==> src/rtl/dwo_ram.sv <==
// Generic single-write, single-read RAM with registered read data.
`timescale 1ns / 1ps

module dwo_ram #(
    parameter int WIDTH = 16,
    parameter int DEPTH = 257
) (
    input  logic                     i_clk,
    input  logic                     i_we,
    input  logic [$clog2(DEPTH)-1:0] i_waddr,
    input  logic [WIDTH-1:0]         i_wdata,
    input  logic [$clog2(DEPTH)-1:0] i_raddr,
    output logic [WIDTH-1:0]         o_rdata
);

    logic [WIDTH-1:0] r_mem [DEPTH];
    logic [WIDTH-1:0] r_rdata;

    always_ff @(posedge i_clk) begin
        if (i_we) begin
            r_mem[i_waddr] <= i_wdata;
        end
        r_rdata <= r_mem[i_raddr];
    end

    assign o_rdata = r_rdata;

endmodule

==> config.mk <==
export PLATFORM = sky130hd
export DESIGN_NAME = dwo_ram
export DESIGN_NICKNAME = d
export VERILOG_FILES = /design/src/rtl/dwo_ram.sv
export SDC_FILE = /design/constraint.sdc
export NUM_CORES = 2
export LEC_CHECK = 0
export BUFFER_PORTS_ARGS = -buffer_cell sky130_fd_sc_hd__buf_4
export CAP_MARGIN = 5
export CELL_PAD_IN_SITES_DETAIL_PLACEMENT = 2
export CELL_PAD_IN_SITES_GLOBAL_PLACEMENT = 2
export CORE_ASPECT_RATIO = 1.4
export CORE_UTILIZATION = 41
export DETAILED_ROUTE_END_ITERATION = 16
export PLACE_DENSITY_LB_ADDON = 0.12
export RECOVER_POWER = 100
export SLEW_MARGIN = 0
export SYNTH_ARGS = -nofsm -noshare
export SYNTH_HDL_FRONTEND = slang
export SYNTH_MEMORY_MAX_BITS = 65536
export SYNTH_SLANG_ARGS = --single-unit
==> constraint.sdc <==
create_clock -name i_clk -period 4.2 [get_ports i_clk]
set_input_delay 0.42 -clock i_clk [delete_from_list [all_inputs] [get_ports i_clk]]
set_output_delay 0.42 -clock i_clk [all_outputs]
set_load 0.01 [all_outputs]
==> results.json <==
{
  "status": "finished with violations",
  "failed_checks": "max-capacitance violations, max-slew violations",
  "total_power_mw": 87.1,
  "vdd_drop_max_v": 0.000322,
  "final_cell_mix": "edfxtp_1, mux4_2, mux2i_1",
  "synth_area_sq_um": 159000,
  "place.port_buffers": 51,
  "synth_top_area_share": 0.778,
  "synth_edf_count": 4112,
  "routabilityCongestion": 0.827,
  "hold_class": "input port to flip-flop",
  "synthTopCellsByArea": "edfxtp_1, mux4_2, mux2i_1",
  "crit_end": "r_mem[235][1]$_DFFE_PP_",
  "core_region_area_sq_um": 386000,
  "worstPathCellList": "clkbuf_1, nand2_1, nor2_1, nand3_1, clkbuf_1, nor2_2, clkbuf_1",
  "drc": 0,
  "synth_cells": 7244,
  "grt_usage": 0.275,
  "max_stage_delay_ps": 1120,
  "fp.dieW_microns": 528,
  "ctsHtreeMaxLevel": 5,
  "drive_gt1_frac": 0.247,
  "synth_nets": 7280,
  "worstHoldStart": "i_raddr[3]",
  "clock_path_buffers": 4,
  "setup_violations": 0,
  "slowest_stage": "clkbuf_1",
  "yosys_warnings": 0,
  "timing.rr.end": "o_rdata[5]$_DFF_P_",
  "cp_max_fo": 16,
  "p_per_area_nw_per_um2": 480,
  "syn_area_per_cell_sq_um": 21.9,
  "critPathKind": "input port to flip-flop",
  "overflow": 0,
  "yosys.area_share.adder": 0,
  "worstPathArrival_ps": 4360,
  "cts.reportedPaths.clkPinSlew_ps": 60,
  "synth_seq_area_share": 0.780,
  "io_pins": 52,
  "reg2reg_setup_slack_ps": 780,
  "synth_compound_area_frac": 0.0268,
  "cts.sinks": 4128,
  "final_nets": 8022,
  "clock-root-buffer": "clkbuf_16",
  "drtPass1Iterations": 6,
  "yosys.area.top_type": "edfxtp_1",
  "async_flop_share": 0,
  "rsz0062_at_grt": "false",
  "grt_pass1_vias": 87000,
  "cts_tree": "done",
  "ff2ff_path_depth": 8,
  "crit_start": "i_we",
  "die_h_microns": 738,
  "fmax_mhz": 263,
  "final_util": 0.471,
  "period_needed_ps": 3800,
  "fin_skew_ps": 57.8,
  "cts_buffers": 403,
  "crit_path_end_kind": "flip-flop",
  "start_util": 0.411,
  "worst_path_most_repeated_cell": "clkbuf_1",
  "slew_headroom": -1.57,
  "drt-total-wl_microns": 540000,
  "finalCritPeriodShare": 0.905,
  "slew_violations": 2954,
  "antenna_found_initial": 38,
  "routedWlPerCell_microns": 40.0,
  "grt_pass1_wl_microns": 737000,
  "fill_cells": 34400,
  "reg2reg_from": "r_mem[210][5]$_DFFE_PP_",
  "leakagePower_nw": 56.7,
  "startpoint_type": "input port",
  "row_count": 270,
  "whs_ps": 227,
  "synth_xor_area_frac": 0,
  "drtIter0Drc": 8909,
  "antenna_left": 0,
  "vias": 81300,
  "synth_top_family_by_area": "multiplexers",
  "yosys.area_share.simple": 0.0181,
  "syn_to_final_growth_pct": 14.4,
  "finalHoldViolations": 0,
  "synth_seq_cells": 4128,
  "die_area_sq_um": 390000,
  "synth_ff_type": "edfxtp_1",
  "via_per_inst": 6.02,
  "grt_max_degree": 138,
  "clk_latency_ps": 1010,
  "ys_types": 57,
  "yosys-mux-area-fraction": 0.160,
  "layout_commonest_cell": "edfxtp_1",
  "cp_data_required_time_ps": 4760,
  "hpwl_microns": 336000,
  "drv_cap": 81,
  "tightest_slew_ps": 3850
}
area by class of cell:
class	count	area, sq um	area share
flip-flops and latches	4128	124000	0.681
multi-input cells	2691	32900	0.181
clock buffers	475	10600	0.0581
well taps	5168	6470	0.0356
repair buffers	757	5380	0.0296
clock inverters	257	2480	0.0136
diodes	20	50.0	0.000276
inverters	5	28.8	0.000158
timing repair:
item | 4_1_cts | 5_1_grt
endpoints found under the setup margin | 0 | 0
resized for setup | 0 | 0
setup buffers | 0 | 0
endpoints found under the hold margin | 445 | 0
hold buffers | 16 | 0
per-layer routing:
layer  vias to the layer above  track usage  part of all wire
li1                      32100            -                 -
met1                     45600        0.354              0.39
met2                      2918        0.483              0.51
met3                       673       0.0336             0.055
met4                        10       0.0900             0.038
met5                         -            0           0.00011
registers in the layout (all words and copies together) (netlist names):
| register | count |
|---|---|
| o_rdata | 16 |
| r_mem | 4112 |
worst max-delay path, delay by kind of cell:
kind	cells	cell delay (ps)
buffers and inverters	3	2500
and+or+nand+nor	4	1420
synth_stat cells, types with 3 or more instances:
| library cell | n |
|---|---|
| a211oi_1 | 5 |
| a21oi_1 | 92 |
| a221oi_1 | 34 |
| a22o_1 | 3 |
| a22oi_1 | 93 |
| a2bb2oi_1 | 6 |
| a31oi_1 | 34 |
| a32o_1 | 6 |
| a32oi_1 | 11 |
| a41oi_1 | 5 |
| and2_1 | 8 |
| and3_1 | 8 |
| buf_1 | 35 |
| buf_2 | 82 |
| buf_4 | 58 |
| buf_6 | 63 |
| buf_8 | 6 |
| clkbuf_1 | 175 |
| dfxtp_1 | 16 |
| edfxtp_1 | 4112 |
| inv_1 | 3 |
| mux2_2 | 8 |
| mux2i_1 | 447 |
| mux4_2 | 922 |
| nand2_1 | 200 |
| nand2b_1 | 10 |
| nand3_1 | 68 |
| nand4_1 | 13 |
| nor2_1 | 321 |
| nor2b_1 | 12 |
| nor3_1 | 21 |
| nor3b_1 | 3 |
| nor4_1 | 9 |
| o211ai_1 | 53 |
| o21a_1 | 4 |
| o21ai_0 | 115 |
| o21ai_1 | 4 |
| o221ai_1 | 72 |
| o22a_1 | 4 |
| o22ai_1 | 75 |
| o31ai_1 | 6 |
| or2_2 | 4 |
worst min-delay path by stage:
stage                                    endpoint  cells past startpoint  slack [ps]
after global placement         o_rdata[3]$_DFF_P_                      2         450
final                          o_rdata[8]$_DFF_P_                      4         230
after floorplan                o_rdata[2]$_DFF_P_                      2         420
after detailed placement       o_rdata[3]$_DFF_P_                      2         450
after CTS                 r_mem[208][8]$_DFFE_PP_                      1           5
after global routing           o_rdata[8]$_DFF_P_                      4         200
where the power goes:
group	switching (mW)	internal, mW
sequential	0.0638	45.4
combinational	3.28	1.56
clock	16.2	20.6
cells by family after synthesis:
family,count (synthesis)
multiplexers,1377
AND/OR/NAND/NOR,684
AO/OA/AOI/OAI,630
flip-flops,4128
buffers and inverters,425
metrics by stage:
stage                     setup TNS, ps  std cells  setup slack (ps)  instance area (sq um)
after floorplan                       0       7244               897                 159000
after global placement            -1750      12700              -591                 170000
after detailed placement           -291      12700              -248                 170000
after CTS                             0      13500               743                 183000
after global routing                  0      13500               376                 182000
final                                 0      13500               399                 182000
No activity file was read; power rests on OpenSTA's default activity.
