## config.mk

```make
export PLATFORM = sky130hd
export DESIGN_NAME = dwo_sequencer
export DESIGN_NICKNAME = d
export VERILOG_FILES = /design/src/rtl/dwo_pkg.sv /design/src/rtl/dwo_sequencer.sv
export SDC_FILE = /design/constraint.sdc
export NUM_CORES = 1
export LEC_CHECK = 0
export ABC_AREA = 1
export BUFFER_PORTS_ARGS = -buffer_cell sky130_fd_sc_hd__buf_4
export CAP_MARGIN = 0
export CORE_AREA = 2 2 39 41
export DETAILED_ROUTE_END_ITERATION = 10
export DIE_AREA = 0 0 41 43
export PLACE_DENSITY = 0.7
export SYNTH_ARGS = -nofsm -noshare
export SYNTH_HDL_FRONTEND = slang
export SYNTH_SLANG_ARGS = --single-unit
```

## constraint.sdc

```tcl
create_clock -name i_clk -period 3.4 [get_ports i_clk]
set_clock_uncertainty 0.1 [all_clocks]
set_input_delay 0 -clock i_clk [delete_from_list [all_inputs] [get_ports i_clk]]
set_output_delay 0 -clock i_clk [all_outputs]
set_load 0.03 [all_outputs]
```

## src/rtl/dwo_pkg.sv

```systemverilog
// Shared types, constants and the microcode table of the drawbar wavetable oscillator.
`timescale 1ns / 1ps

package dwo_pkg;

    localparam int DEF_NUM_PARTIALS = 9;

    localparam int TABLE_DEPTH = 257;
    localparam int TABLE_AW    = 9;
    localparam int WAVE_W      = 16;
    localparam int PHASE_W     = 32;
    localparam int GAIN_W      = 17;
    localparam int FRAC_W      = 16;
    localparam int SAMPLE_W    = 18;
    localparam int OUT_TDATA_W = 24;
    localparam int IN_TDATA_W  = 80;
    localparam int APB_AW      = 3;
    localparam int APB_DW      = 32;

    // Datapath widths: interpolated value, multiplier operand B, product, running sum.
    localparam int MIX_W      = 33;
    localparam int MUL_B_W    = 18;
    localparam int PROD_W     = MIX_W + MUL_B_W;
    localparam int SUM_W      = SAMPLE_W + 2;
    localparam int GAIN_SHIFT = 32;

    localparam logic [FRAC_W:0] FRAC_ONE = 17'h10000;

    // Command codes carried in tuser.
    localparam logic [1:0] CMD_TICK    = 2'd0;
    localparam logic [1:0] CMD_PARTIAL = 2'd1;
    localparam logic [1:0] CMD_TABLE   = 2'd2;

    // Register byte addresses.
    localparam logic [APB_AW-1:0] ADDR_PERCUSSIVE = 3'd0;

    typedef enum logic [1:0] {
        MUL_LO,
        MUL_HI,
        MUL_GAIN
    } t_mul_sel;

    typedef enum logic [1:0] {
        MIX_HOLD,
        MIX_LOAD,
        MIX_ADD
    } t_mix_op;

    typedef enum logic [1:0] {
        JMP_NEXT,
        JMP_LOOP,
        JMP_EMIT
    } t_jump;

    typedef struct packed {
        t_mul_sel mul_sel;
        logic     addr_hi;
        t_mix_op  mix_op;
        logic     acc_en;
        t_jump    jump;
    } t_uword;

    typedef struct packed {
        t_mul_sel mul_sel;
        logic     addr_hi;
        t_mix_op  mix_op;
        logic     acc_en;
        logic     clear;
    } t_dp_ctrl;

    localparam int UPC_W = 3;
    localparam logic [UPC_W-1:0] UPC_FETCH_LO = 3'd0;
    localparam logic [UPC_W-1:0] UPC_FETCH_HI = 3'd1;
    localparam logic [UPC_W-1:0] UPC_MIX_HI   = 3'd2;
    localparam logic [UPC_W-1:0] UPC_SCALE    = 3'd3;
    localparam logic [UPC_W-1:0] UPC_EMIT     = 3'd4;

    // Microcode ROM. The table read is registered, so each step sees the data
    // addressed by the step before it.
    function automatic t_uword ucode(input logic [UPC_W-1:0] pc);
        case (pc)
            UPC_FETCH_LO: ucode = '{MUL_LO,   1'b0, MIX_HOLD, 1'b0, JMP_NEXT};
            UPC_FETCH_HI: ucode = '{MUL_LO,   1'b1, MIX_LOAD, 1'b0, JMP_NEXT};
            UPC_MIX_HI:   ucode = '{MUL_HI,   1'b0, MIX_ADD,  1'b0, JMP_NEXT};
            UPC_SCALE:    ucode = '{MUL_GAIN, 1'b0, MIX_HOLD, 1'b1, JMP_LOOP};
            UPC_EMIT:     ucode = '{MUL_GAIN, 1'b0, MIX_HOLD, 1'b0, JMP_EMIT};
            default:      ucode = '{MUL_GAIN, 1'b0, MIX_HOLD, 1'b0, JMP_EMIT};
        endcase
    endfunction

endpackage

```

## src/rtl/dwo_sequencer.sv

```systemverilog
// Microcode sequencer: step counter, partial counter and jump logic.
`timescale 1ns / 1ps

module dwo_sequencer #(
    parameter int NUM_PARTIALS = dwo_pkg::DEF_NUM_PARTIALS,
    localparam int PW = (NUM_PARTIALS > 1) ? $clog2(NUM_PARTIALS) : 1
) (
    input  logic              i_clk,
    input  logic              i_rst_n,
    input  logic              i_start,
    input  logic              i_percussive,
    input  logic              i_out_free,
    output logic              o_busy,
    output logic              o_emit,
    output logic [PW-1:0]     o_part,
    output dwo_pkg::t_dp_ctrl o_ctrl
);

    logic                      r_busy, n_busy;
    logic [dwo_pkg::UPC_W-1:0] r_pc, n_pc;
    logic [PW-1:0]             r_part, n_part;
    dwo_pkg::t_uword           w;
    logic                      last_part;

    always_ff @(posedge i_clk) begin
        if (!i_rst_n) begin
            r_busy <= 1'b0;
            r_pc   <= dwo_pkg::UPC_FETCH_LO;
            r_part <= '0;
        end else begin
            r_busy <= n_busy;
            r_pc   <= n_pc;
            r_part <= n_part;
        end
    end

    // In percussive mode only the first partial is run.
    assign last_part = i_percussive || (r_part == PW'(NUM_PARTIALS - 1));

    always_comb begin
        w      = dwo_pkg::ucode(r_pc);
        n_busy = r_busy;
        n_pc   = r_pc;
        n_part = r_part;
        o_emit = 1'b0;
        if (i_start) begin
            n_busy = 1'b1;
            n_pc   = dwo_pkg::UPC_FETCH_LO;
            n_part = '0;
        end else if (r_busy) begin
            case (w.jump)
                dwo_pkg::JMP_NEXT: begin
                    n_pc = r_pc + 1'b1;
                end
                dwo_pkg::JMP_LOOP: begin
                    if (last_part) begin
                        n_pc = r_pc + 1'b1;
                    end else begin
                        n_pc   = dwo_pkg::UPC_FETCH_LO;
                        n_part = r_part + 1'b1;
                    end
                end
                dwo_pkg::JMP_EMIT: begin
                    if (i_out_free) begin
                        o_emit = 1'b1;
                        n_busy = 1'b0;
                    end
                end
                default: begin
                    n_busy = 1'b0;
                end
            endcase
        end
    end

    always_comb begin
        o_ctrl.mul_sel = w.mul_sel;
        o_ctrl.addr_hi = w.addr_hi;
        o_ctrl.mix_op  = r_busy ? w.mix_op : dwo_pkg::MIX_HOLD;
        o_ctrl.acc_en  = r_busy && w.acc_en;
        o_ctrl.clear   = i_start;
    end

    assign o_busy = r_busy;
    assign o_part = r_part;

endmodule

```

==> flow_summary.yaml <==
logic_synthesis:
  synth_common_cells: "16 x inv_1, 11 x nand2_1, 8 x dfxtp_1, 8 x ha_1, 7 x nor2_1"
  synthCells: 78
  synthFlopType: "dfxtp_1"
  postSynthAreaPerCell_um2: 7.475
  yosysTopAreaCell: "dfxtp_1"
  yosysWarnings: 0
  synth_fp_nets: 91
  syn-cell-area_um2: 583.1
  async_reset_ff_share_pct: 0
  yosysTopAreaCellShare_pct: 27.47
  ys_types: 20
  synth_seq_cells: 8
  synthTopCellsByArea: "dfxtp_1 27%, ha_1 17%, inv_1 10%"
  synth.most_common_cell: "inv_1"
  synth_edf_count: 0
  synth.yosys.seq_area_share_pct: 27.47
sta:
  fin_setup_tns_ns: 0
  maxSlewHeadroom_pct: 73.38
  fmax_ghz: 0.4985
  slew_violations: 0
  period_share_pct: 59.00
  worst_slew_pin_slew_ns: 0.3978
  layout_min_cycle_time_ns: 2.006
  hold-worst-slack_ns: 0.01547
  rsz0062_at_grt: "false"
  final-hold-violation-count: 0
  finalSetupViolations: 0
  timing.final.ws_setup_ns: 1.394
worst_setup_path:
  cpLargestDelayFamily: "buffers and inverters"
  cp_max_fo: 8
  arrival_ns: 2.05
  crit_chain: "inv_1, ha_1, o21ai_4, nand3_4, o21ai_0, a21oi_1, dlygate4sd3_1"
  start_kind: "register"
  path_buf_inv: 2
  cpPeakStageDelay_ns: 0.55
  crit_slowest_cell: "dlygate4sd3_1"
  cp-end-kind: "register"
  cp.required_ns: 3.44
  worstSetupPathType: "reg2reg"
detailed_routing:
  drt_iter0_markers: 4
  post-route-drc-count: 0
  vias: 559
  final_antenna_net_count: 0
  first_pass_iters: 4
  totalWireLength_mm: 1.083
  vias_per_cell: 4.861
  routedWlPerCell_um: 9.417
grt:
  overflow: 0
  grt_antenna_before_repair: 0
  grt_usage_pct: 14.62
  grt_pass1_vias: 516
  grt_pass1_wl_mm: 1.773
  grt_max_degree: 12
die:
  fp.dieH_um: 43
  io_pins: 18
  die_x_um: 41
  fp-row-count: 14
  core_area_mm2: 0.001384
  start_util_pct: 42.13
  dieArea_mm2: 0.001763
pwr:
  ir_drop_mv: 0.1685
  p_leak_nw: 0.3791
  power_density_mw_per_mm2: 271.1
clock_tree:
  cts_max_level: 1
  cts_buffers: 3
  post-cts-setup-buffer-count: 0
  postCtsResizedCells: 0
  clk_path_buf_depth: 2
  holdBufCountCts: 3
  clk_latency_ns: 0.26
  root_buffer: "clkbuf_4"
  clk_pin_slew_ns: 0.06
  cts_tree: "built"
  cts.sinks: 8
finish:
  area_delta_synth_final_pct: 31.76
  drive_gt1_share_pct: 28.28
  fin_nets: 114
  diodes: 0
  n_fill_cell: 140
  stdcell_count: 115
placement:
  dp_hpwl_um: 861.5
  placedCellCount: 109
  gp_congestion: 0.7231
  io_buffer_count: 17
  place_ws_ns: 1.943
job:
  maxCapViolCount: 0
outcome:
  outcome: "finished, final reports clean"
min_path:
  hp-class: "in2reg"
[flip-flops by register name, summed over array words and instances, names as in the netlist]
| name | count |
|---|---|
| o_part | 4 |
| r_pc | 3 |
| o_busy | 1 |
[metal layers]
layer	global-route usage, %	share of wire [%]	up-vias
met5	0	0	-
met4	8.000	1.8	0
met3	3.141	7.7	4
met2	25.00	50	18
met1	15.31	40	246
li1	-	-	291
[worst register-to-register path, cell delays in order, from the launching register on]
cell and delay, ns:
dfxtp_1 0.37, inv_1 0.10, ha_1 0.23, o21ai_4 0.14
nand3_4 0.12, o21ai_0 0.18, a21oi_1 0.08, dlygate4sd3_1 0.55
[metrics by stage]
stage / total power [mW] / instance area (um^2) / utilization, %
final: 0.2082 / 768.2 / 55.52
after global routing: 0.2148 / 768.2 / 55.52
after CTS: 0.2098 / 768.2 / 55.52
after detailed placement: 0.1330 / 715.7 / 51.72
after global placement: 0.1327 / 715.7 / 51.72
after floorplan: 0.1232 / 583.1 / -
[power breakdown]
| part | internal [mW] | switching, mW |
|---|---|---|
| sequential | 0.0954 | 0.00342 |
| clock | 0.0405 | 0.0340 |
| combinational | 0.0152 | 0.0197 |
| total | 0.151 | 0.0571 |
[logic make-up after synthesis]
logic type,share of synthesized area [%]
DFF,27.47
and+or+nand+nor,29.83
adders and majority gates,17.17
AOI/OAI and AO/OA,12.02
buffers and inverters,13.52
[area by class of cell]
class                      instances  area, um^2  area share, %
clock buffer                       3       22.52          2.932
inverter                          17       63.81          8.306
multi-input combinational         51       344.1          44.79
sequential                         8       160.2          20.85
tap                               16       20.02          2.606
timing repair buffer              20       157.7          20.52
[final timing paths]
kind,start,endpoint,slack (ns),cells past startpoint
worst max-delay path,r_pc[0],o_busy,1.39,7
worst max register to register,r_pc[0],o_busy,1.39,7
worst min-delay path,i_percussive,o_part[0],0.02,4
worst min register to register,r_pc[1],r_pc[1],0.41,2
[placed cells by master (no fill, tap or decap), drive strengths merged]
cell type / count
buf: 17
inv: 17
nand2: 13
ha: 8
dfxtp: 8
nor2: 7
a21oi: 7
nand3: 7
o21ai: 4
clkbuf: 3
dlygate4sd3: 3
nand4: 3
nor3: 1
nor4: 1
Note: power is estimated with default switching activity, not from simulation.
