--- config.mk ---
export PLATFORM = sky130hd
export DESIGN_NAME = dwo_datapath
export DESIGN_NICKNAME = d
export VERILOG_FILES = /design/src/rtl/dwo_pkg.sv /design/src/rtl/dwo_datapath.sv
export SDC_FILE = /design/constraint.sdc
export NUM_CORES = 2
export LEC_CHECK = 0
export BUFFER_PORTS_ARGS = -buffer_cell sky130_fd_sc_hd__buf_2
export CAP_MARGIN = 5
export CORE_ASPECT_RATIO = 0.6
export CORE_MARGIN = 2
export CORE_UTILIZATION = 25
export CTS_CLUSTER_SIZE = 24
export DETAILED_ROUTE_END_ITERATION = 16
export PLACE_DENSITY = 0.39
export SLEW_MARGIN = 25
export SYNTH_ARGS = -nofsm -noshare
export SYNTH_HDL_FRONTEND = slang
export SYNTH_SLANG_ARGS = --single-unit
--- constraint.sdc ---
create_clock -name i_clk -period 32.5 [get_ports i_clk]
set_input_delay 3.25 -clock i_clk [delete_from_list [all_inputs] [get_ports i_clk]]
set_output_delay 3.25 -clock i_clk [all_outputs]
set_load 0.02 [all_outputs]
--- src/rtl/dwo_pkg.sv ---
// Shared types, constants and the microcode table of the drawbar wavetable oscillator.
`timescale 1ns / 1ps

package dwo_pkg;

    localparam int DEF_NUM_PARTIALS = 9;

    localparam int TABLE_DEPTH = 257;
    localparam int TABLE_AW    = 9;
    localparam int WAVE_W      = 16;
    localparam int PHASE_W     = 32;
    localparam int GAIN_W      = 17;
    localparam int FRAC_W      = 16;
    localparam int SAMPLE_W    = 18;
    localparam int OUT_TDATA_W = 24;
    localparam int IN_TDATA_W  = 80;
    localparam int APB_AW      = 3;
    localparam int APB_DW      = 32;

    // Datapath widths: interpolated value, multiplier operand B, product, running sum.
    localparam int MIX_W      = 33;
    localparam int MUL_B_W    = 18;
    localparam int PROD_W     = MIX_W + MUL_B_W;
    localparam int SUM_W      = SAMPLE_W + 2;
    localparam int GAIN_SHIFT = 32;

    localparam logic [FRAC_W:0] FRAC_ONE = 17'h10000;

    // Command codes carried in tuser.
    localparam logic [1:0] CMD_TICK    = 2'd0;
    localparam logic [1:0] CMD_PARTIAL = 2'd1;
    localparam logic [1:0] CMD_TABLE   = 2'd2;

    // Register byte addresses.
    localparam logic [APB_AW-1:0] ADDR_PERCUSSIVE = 3'd0;

    typedef enum logic [1:0] {
        MUL_LO,
        MUL_HI,
        MUL_GAIN
    } t_mul_sel;

    typedef enum logic [1:0] {
        MIX_HOLD,
        MIX_LOAD,
        MIX_ADD
    } t_mix_op;

    typedef enum logic [1:0] {
        JMP_NEXT,
        JMP_LOOP,
        JMP_EMIT
    } t_jump;

    typedef struct packed {
        t_mul_sel mul_sel;
        logic     addr_hi;
        t_mix_op  mix_op;
        logic     acc_en;
        t_jump    jump;
    } t_uword;

    typedef struct packed {
        t_mul_sel mul_sel;
        logic     addr_hi;
        t_mix_op  mix_op;
        logic     acc_en;
        logic     clear;
    } t_dp_ctrl;

    localparam int UPC_W = 3;
    localparam logic [UPC_W-1:0] UPC_FETCH_LO = 3'd0;
    localparam logic [UPC_W-1:0] UPC_FETCH_HI = 3'd1;
    localparam logic [UPC_W-1:0] UPC_MIX_HI   = 3'd2;
    localparam logic [UPC_W-1:0] UPC_SCALE    = 3'd3;
    localparam logic [UPC_W-1:0] UPC_EMIT     = 3'd4;

    // Microcode ROM. The table read is registered, so each step sees the data
    // addressed by the step before it.
    function automatic t_uword ucode(input logic [UPC_W-1:0] pc);
        case (pc)
            UPC_FETCH_LO: ucode = '{MUL_LO,   1'b0, MIX_HOLD, 1'b0, JMP_NEXT};
            UPC_FETCH_HI: ucode = '{MUL_LO,   1'b1, MIX_LOAD, 1'b0, JMP_NEXT};
            UPC_MIX_HI:   ucode = '{MUL_HI,   1'b0, MIX_ADD,  1'b0, JMP_NEXT};
            UPC_SCALE:    ucode = '{MUL_GAIN, 1'b0, MIX_HOLD, 1'b1, JMP_LOOP};
            UPC_EMIT:     ucode = '{MUL_GAIN, 1'b0, MIX_HOLD, 1'b0, JMP_EMIT};
            default:      ucode = '{MUL_GAIN, 1'b0, MIX_HOLD, 1'b0, JMP_EMIT};
        endcase
    endfunction

endpackage

--- src/rtl/dwo_datapath.sv ---
// Oscillator datapath: partial state, shared multiplier, interpolator and mixer.
`timescale 1ns / 1ps

module dwo_datapath #(
    parameter int NUM_PARTIALS = dwo_pkg::DEF_NUM_PARTIALS,
    localparam int PW = (NUM_PARTIALS > 1) ? $clog2(NUM_PARTIALS) : 1
) (
    input  logic                                i_clk,
    input  logic                                i_rst_n,
    input  dwo_pkg::t_dp_ctrl                   i_ctrl,
    input  logic [PW-1:0]                       i_part,
    input  logic                                i_percussive,
    input  logic                                i_wr_en,
    input  logic [PW-1:0]                       i_wr_index,
    input  logic [dwo_pkg::PHASE_W-1:0]         i_wr_step,
    input  logic [dwo_pkg::GAIN_W-1:0]          i_wr_gain,
    output logic [dwo_pkg::TABLE_AW-1:0]        o_raddr,
    input  logic signed [dwo_pkg::WAVE_W-1:0]   i_rdata,
    output logic [dwo_pkg::SAMPLE_W-1:0]        o_sample
);

    logic [dwo_pkg::PHASE_W-1:0] r_phase [NUM_PARTIALS];
    logic [dwo_pkg::PHASE_W-1:0] r_step  [NUM_PARTIALS];
    logic [dwo_pkg::GAIN_W-1:0]  r_gain  [NUM_PARTIALS];

    logic signed [dwo_pkg::MIX_W-1:0]   r_mix;
    logic signed [dwo_pkg::SUM_W-1:0]   r_sum;
    logic [dwo_pkg::TABLE_AW-2:0]       idx;
    logic [dwo_pkg::FRAC_W-1:0]         frac;
    logic signed [dwo_pkg::MIX_W-1:0]   mul_a;
    logic signed [dwo_pkg::MUL_B_W-1:0] mul_b;
    logic signed [dwo_pkg::PROD_W-1:0]  prod;
    logic signed [dwo_pkg::SUM_W-1:0]   term;
    logic signed [dwo_pkg::MIX_W-1:0]   wave_ext;

    assign idx  = r_phase[i_part][dwo_pkg::PHASE_W-1 -: (dwo_pkg::TABLE_AW - 1)];
    assign frac = r_phase[i_part][dwo_pkg::PHASE_W-dwo_pkg::TABLE_AW -: dwo_pkg::FRAC_W];

    assign o_raddr = {1'b0, idx} + dwo_pkg::TABLE_AW'(i_ctrl.addr_hi);

    assign wave_ext = {{(dwo_pkg::MIX_W - dwo_pkg::WAVE_W){i_rdata[dwo_pkg::WAVE_W-1]}}, i_rdata};

    always_comb begin
        case (i_ctrl.mul_sel)
            dwo_pkg::MUL_LO: begin
                mul_a = wave_ext;
                mul_b = {1'b0, dwo_pkg::FRAC_ONE - {1'b0, frac}};
            end
            dwo_pkg::MUL_HI: begin
                mul_a = wave_ext;
                mul_b = {2'b00, frac};
            end
            dwo_pkg::MUL_GAIN: begin
                mul_a = r_mix;
                mul_b = {1'b0, r_gain[i_part]};
            end
            default: begin
                mul_a = r_mix;
                mul_b = {1'b0, r_gain[i_part]};
            end
        endcase
    end

    assign prod = mul_a * mul_b;
    // Arithmetic shift gives the floor; the sum only needs its low bits modulo 2^SUM_W.
    assign term = dwo_pkg::SUM_W'(prod >>> dwo_pkg::GAIN_SHIFT);

    always_ff @(posedge i_clk) begin
        if (!i_rst_n) begin
            for (int p = 0; p < NUM_PARTIALS; p++) begin
                r_phase[p] <= '0;
                r_step[p]  <= '0;
                r_gain[p]  <= '0;
            end
        end else begin
            if (i_wr_en) begin
                r_step[i_wr_index] <= i_wr_step;
                r_gain[i_wr_index] <= i_wr_gain;
            end
            if (i_ctrl.acc_en) begin
                r_phase[i_part] <= r_phase[i_part] + r_step[i_part];
            end
        end
    end

    always_ff @(posedge i_clk) begin
        case (i_ctrl.mix_op)
            dwo_pkg::MIX_LOAD: r_mix <= prod[dwo_pkg::MIX_W-1:0];
            dwo_pkg::MIX_ADD:  r_mix <= r_mix + prod[dwo_pkg::MIX_W-1:0];
            default:           r_mix <= r_mix;
        endcase
        if (i_ctrl.clear) begin
            r_sum <= '0;
        end else if (i_ctrl.acc_en) begin
            r_sum <= r_sum + term;
        end
    end

    assign o_sample = i_percussive ? r_sum[dwo_pkg::SAMPLE_W-1:0]
                                   : r_sum[dwo_pkg::SAMPLE_W+1:2];

endmodule

==> reports/metrics.yaml <==
outcome:
  status: "finished, final reports clean"
synthesis:
  synth_edf_count: 1329
  ys_types: 68
  syn_inst: 5835
  avgSynthCellArea_um2: 13.6
  synth_mux_area_frac: 0.128
  ys_seq_area_frac: 0.507
  yosysWarnings: 0
  synthArstFlopShare: 0
  synth_nets: 6667
  synth_area_mm2: 0.0796
  synth-simple-area-share: 0.104
  synth_top_family_by_area: "adder cells"
  synth_compound_area_frac: 0.0304
  synthAdderAreaFrac: 0.169
  synth_xor_area_frac: 0.0150
  ys_ff_latch: 1349
  synth_flop_cell: "edfxtp_1"
cts:
  clkSinkCount: 1349
  ctsResizeCount: 0
  htreeDepth: 4
  cts_made_buffers: 153
  post_cts_buffers: 0
  cts_root_buffer: "clkbuf_16"
  insertion_delay_ps: 850
  cts_hold_buf: 0
  cts_tree: "yes"
  clkTransAtPathRegs_ps: 60
  max-clock-path-buffers: 4
sta:
  worst_pin_slew_ps: 1160
  drv_slew: 0
  period_share: 0.529
  finClkSkew_ps: 85.9
  period_needed_ps: 17200
  finalHoldViolations: 0
  grt_setup_unrepaired: "no"
  finalSetupViolCount: 0
  maxSlewHeadroom: 0.225
  fmax_mhz: 58.1
  holdWs_ps: 525
  setup_tns_ps: 0
floorplanning:
  core_mm2: 0.317
  rows: 160
  fp.dieArea_mm2: 0.323
  dieHeight_um: 441
  start_util: 0.251
  pin_count: 111
  die_x_um: 732
grt:
  antenna_found_initial: 34
  grt_pass1_vias: 49021
  grt_usage: 0.160
  grt_max_degree: 92
  overflow: 0
  grt_pass1_wl_mm: 375
detailed_routing:
  vias_per_cell: 4.60
  dr.pass1.iters: 7
  wirelength_mm: 259
  drc: 0
  antenna_left: 0
  first_iter_violations: 4355
  wl_per_cell_um: 25.3
  num_vias: 47021
worst_setup_path:
  crit_path_top_delay_cell: "o311ai_1"
  path_buf_inv: 10
  cp.arrival_ps: 17900
  crit_family: "adder cells"
  path_common_cell: "fa_1"
  end_kind: "flip-flop"
  crit_path_max_incr_delay_ps: 900
  critPathMaxFanout: 64
  startpoint_type: "input port"
  required_ps: 33200
  worstSetupPathType: "in -> reg"
placed_design:
  postPlaceCellArea_mm2: 0.0854
  port_buffers: 110
  dp_cells: 9960
  gp_congestion: 0.790
  hpwl_mm: 164
finish:
  area_growth_pct: 13.2
  stdcell_count: 10228
  design_area_mm2: 0.0901
  mostFrequentLayoutCells: "edfxtp_1, inv_1, nor2_1, fa_1, and2_1"
  drive_above_1_share: 0.159
  mostFrequentLayoutCell: "edfxtp_1"
  nets: 6735
flow_run:
  max-cap-violations: 0
worst_hold_path:
  worst_hold_path_type: "reg -> reg"
## flip-flops by register name (all words and copies together) (netlist names)
register  flops
r_step      512
r_phase     512
r_mix        33
r_sum        20
r_gain      272
## worst reg2reg max path: cells and delay by family, from the launching register on
kind / cells / cell delay (ps)
adder cells (fa/ha/maj): 9 / 3890
AO/OA/AOI/OAI: 12 / 3340
AND/OR/NAND/NOR: 10 / 1850
multiplexers: 2 / 1230
buffers and inverters: 6 / 1040
XOR/XNOR: 3 / 1010
flip-flops: 1 / 360
## area by class of cell
cell class                      count  area [µm²]
Clock inverter                     78         638
Antenna cell                        7        17.5
Multi-Input combinational cell   3508       36000
Tap cell                         4212        5270
Sequential cell                  1349       40300
Inverter                          678        2540
Fill cell                       32101      227000
Timing Repair Buffer              213        1370
Clock buffer                      183        3940
## per-layer routing
layer / vias to the layer above / global-route usage / share of wire
li1: 20441 / - / -
met1: 25076 / 0.260 / 0.53
met2: 1275 / 0.220 / 0.40
met3: 221 / 0.0318 / 0.064
met4: 8 / 0.0228 / 0.013
met5: - / 0 / 0.00017
## metrics by stage
stage,utilization,worst slack (ps)
floorplan,-,18530
global placement,0.270,14350
detailed placement,0.270,14610
CTS,0.284,15410
global route,0.284,14440
finish,0.284,15300
## final timing paths
kind	start	endpoint	slack, ps	cells after the start
min reg2reg	r_sum[0]$_SDFFE_PP0P_	r_sum[0]$_SDFFE_PP0P_	530	2
max	i_part[1]	r_sum[19]$_SDFFE_PP0P_	15300	46
max reg2reg	r_phase[15][8]$_DFFE_PP_	r_sum[19]$_SDFFE_PP0P_	19670	42
min	r_sum[0]$_SDFFE_PP0P_	r_sum[0]$_SDFFE_PP0P_	530	2
## cells by family after synthesis
family                   count (synthesis)
flip-flops                            1349
buffers and inverters                  978
XOR/XNOR                               136
multiplexers                           505
AND/OR/NAND/NOR                       1723
adder cells (fa/ha/maj)                748
AO/OA/AOI/OAI                          396
## Yosys cell counts (all sizes together), types with 20 or more instances
cell	n	area, µm²
fa	539	10800
nor3	38	195
o21bai	20	150
ha	209	2620
dfxtp	20	400
nand2	427	1600
xor2	55	482
inv	677	2540
edfxtp	1329	39900
clkbuf	240	901
mux2i	42	424
xnor2	81	709
nand3	27	135
a21oi	158	791
mux2	58	657
and2	508	3180
nor2	560	2100
mux4	405	9120
buf	60	297
a21o	47	353
nand2b	52	325
o21ai	80	400
nor2b	34	213
Power is not shown: default switching activity piles up to over one toggle a cycle in this logic, so the estimate is an artifact.
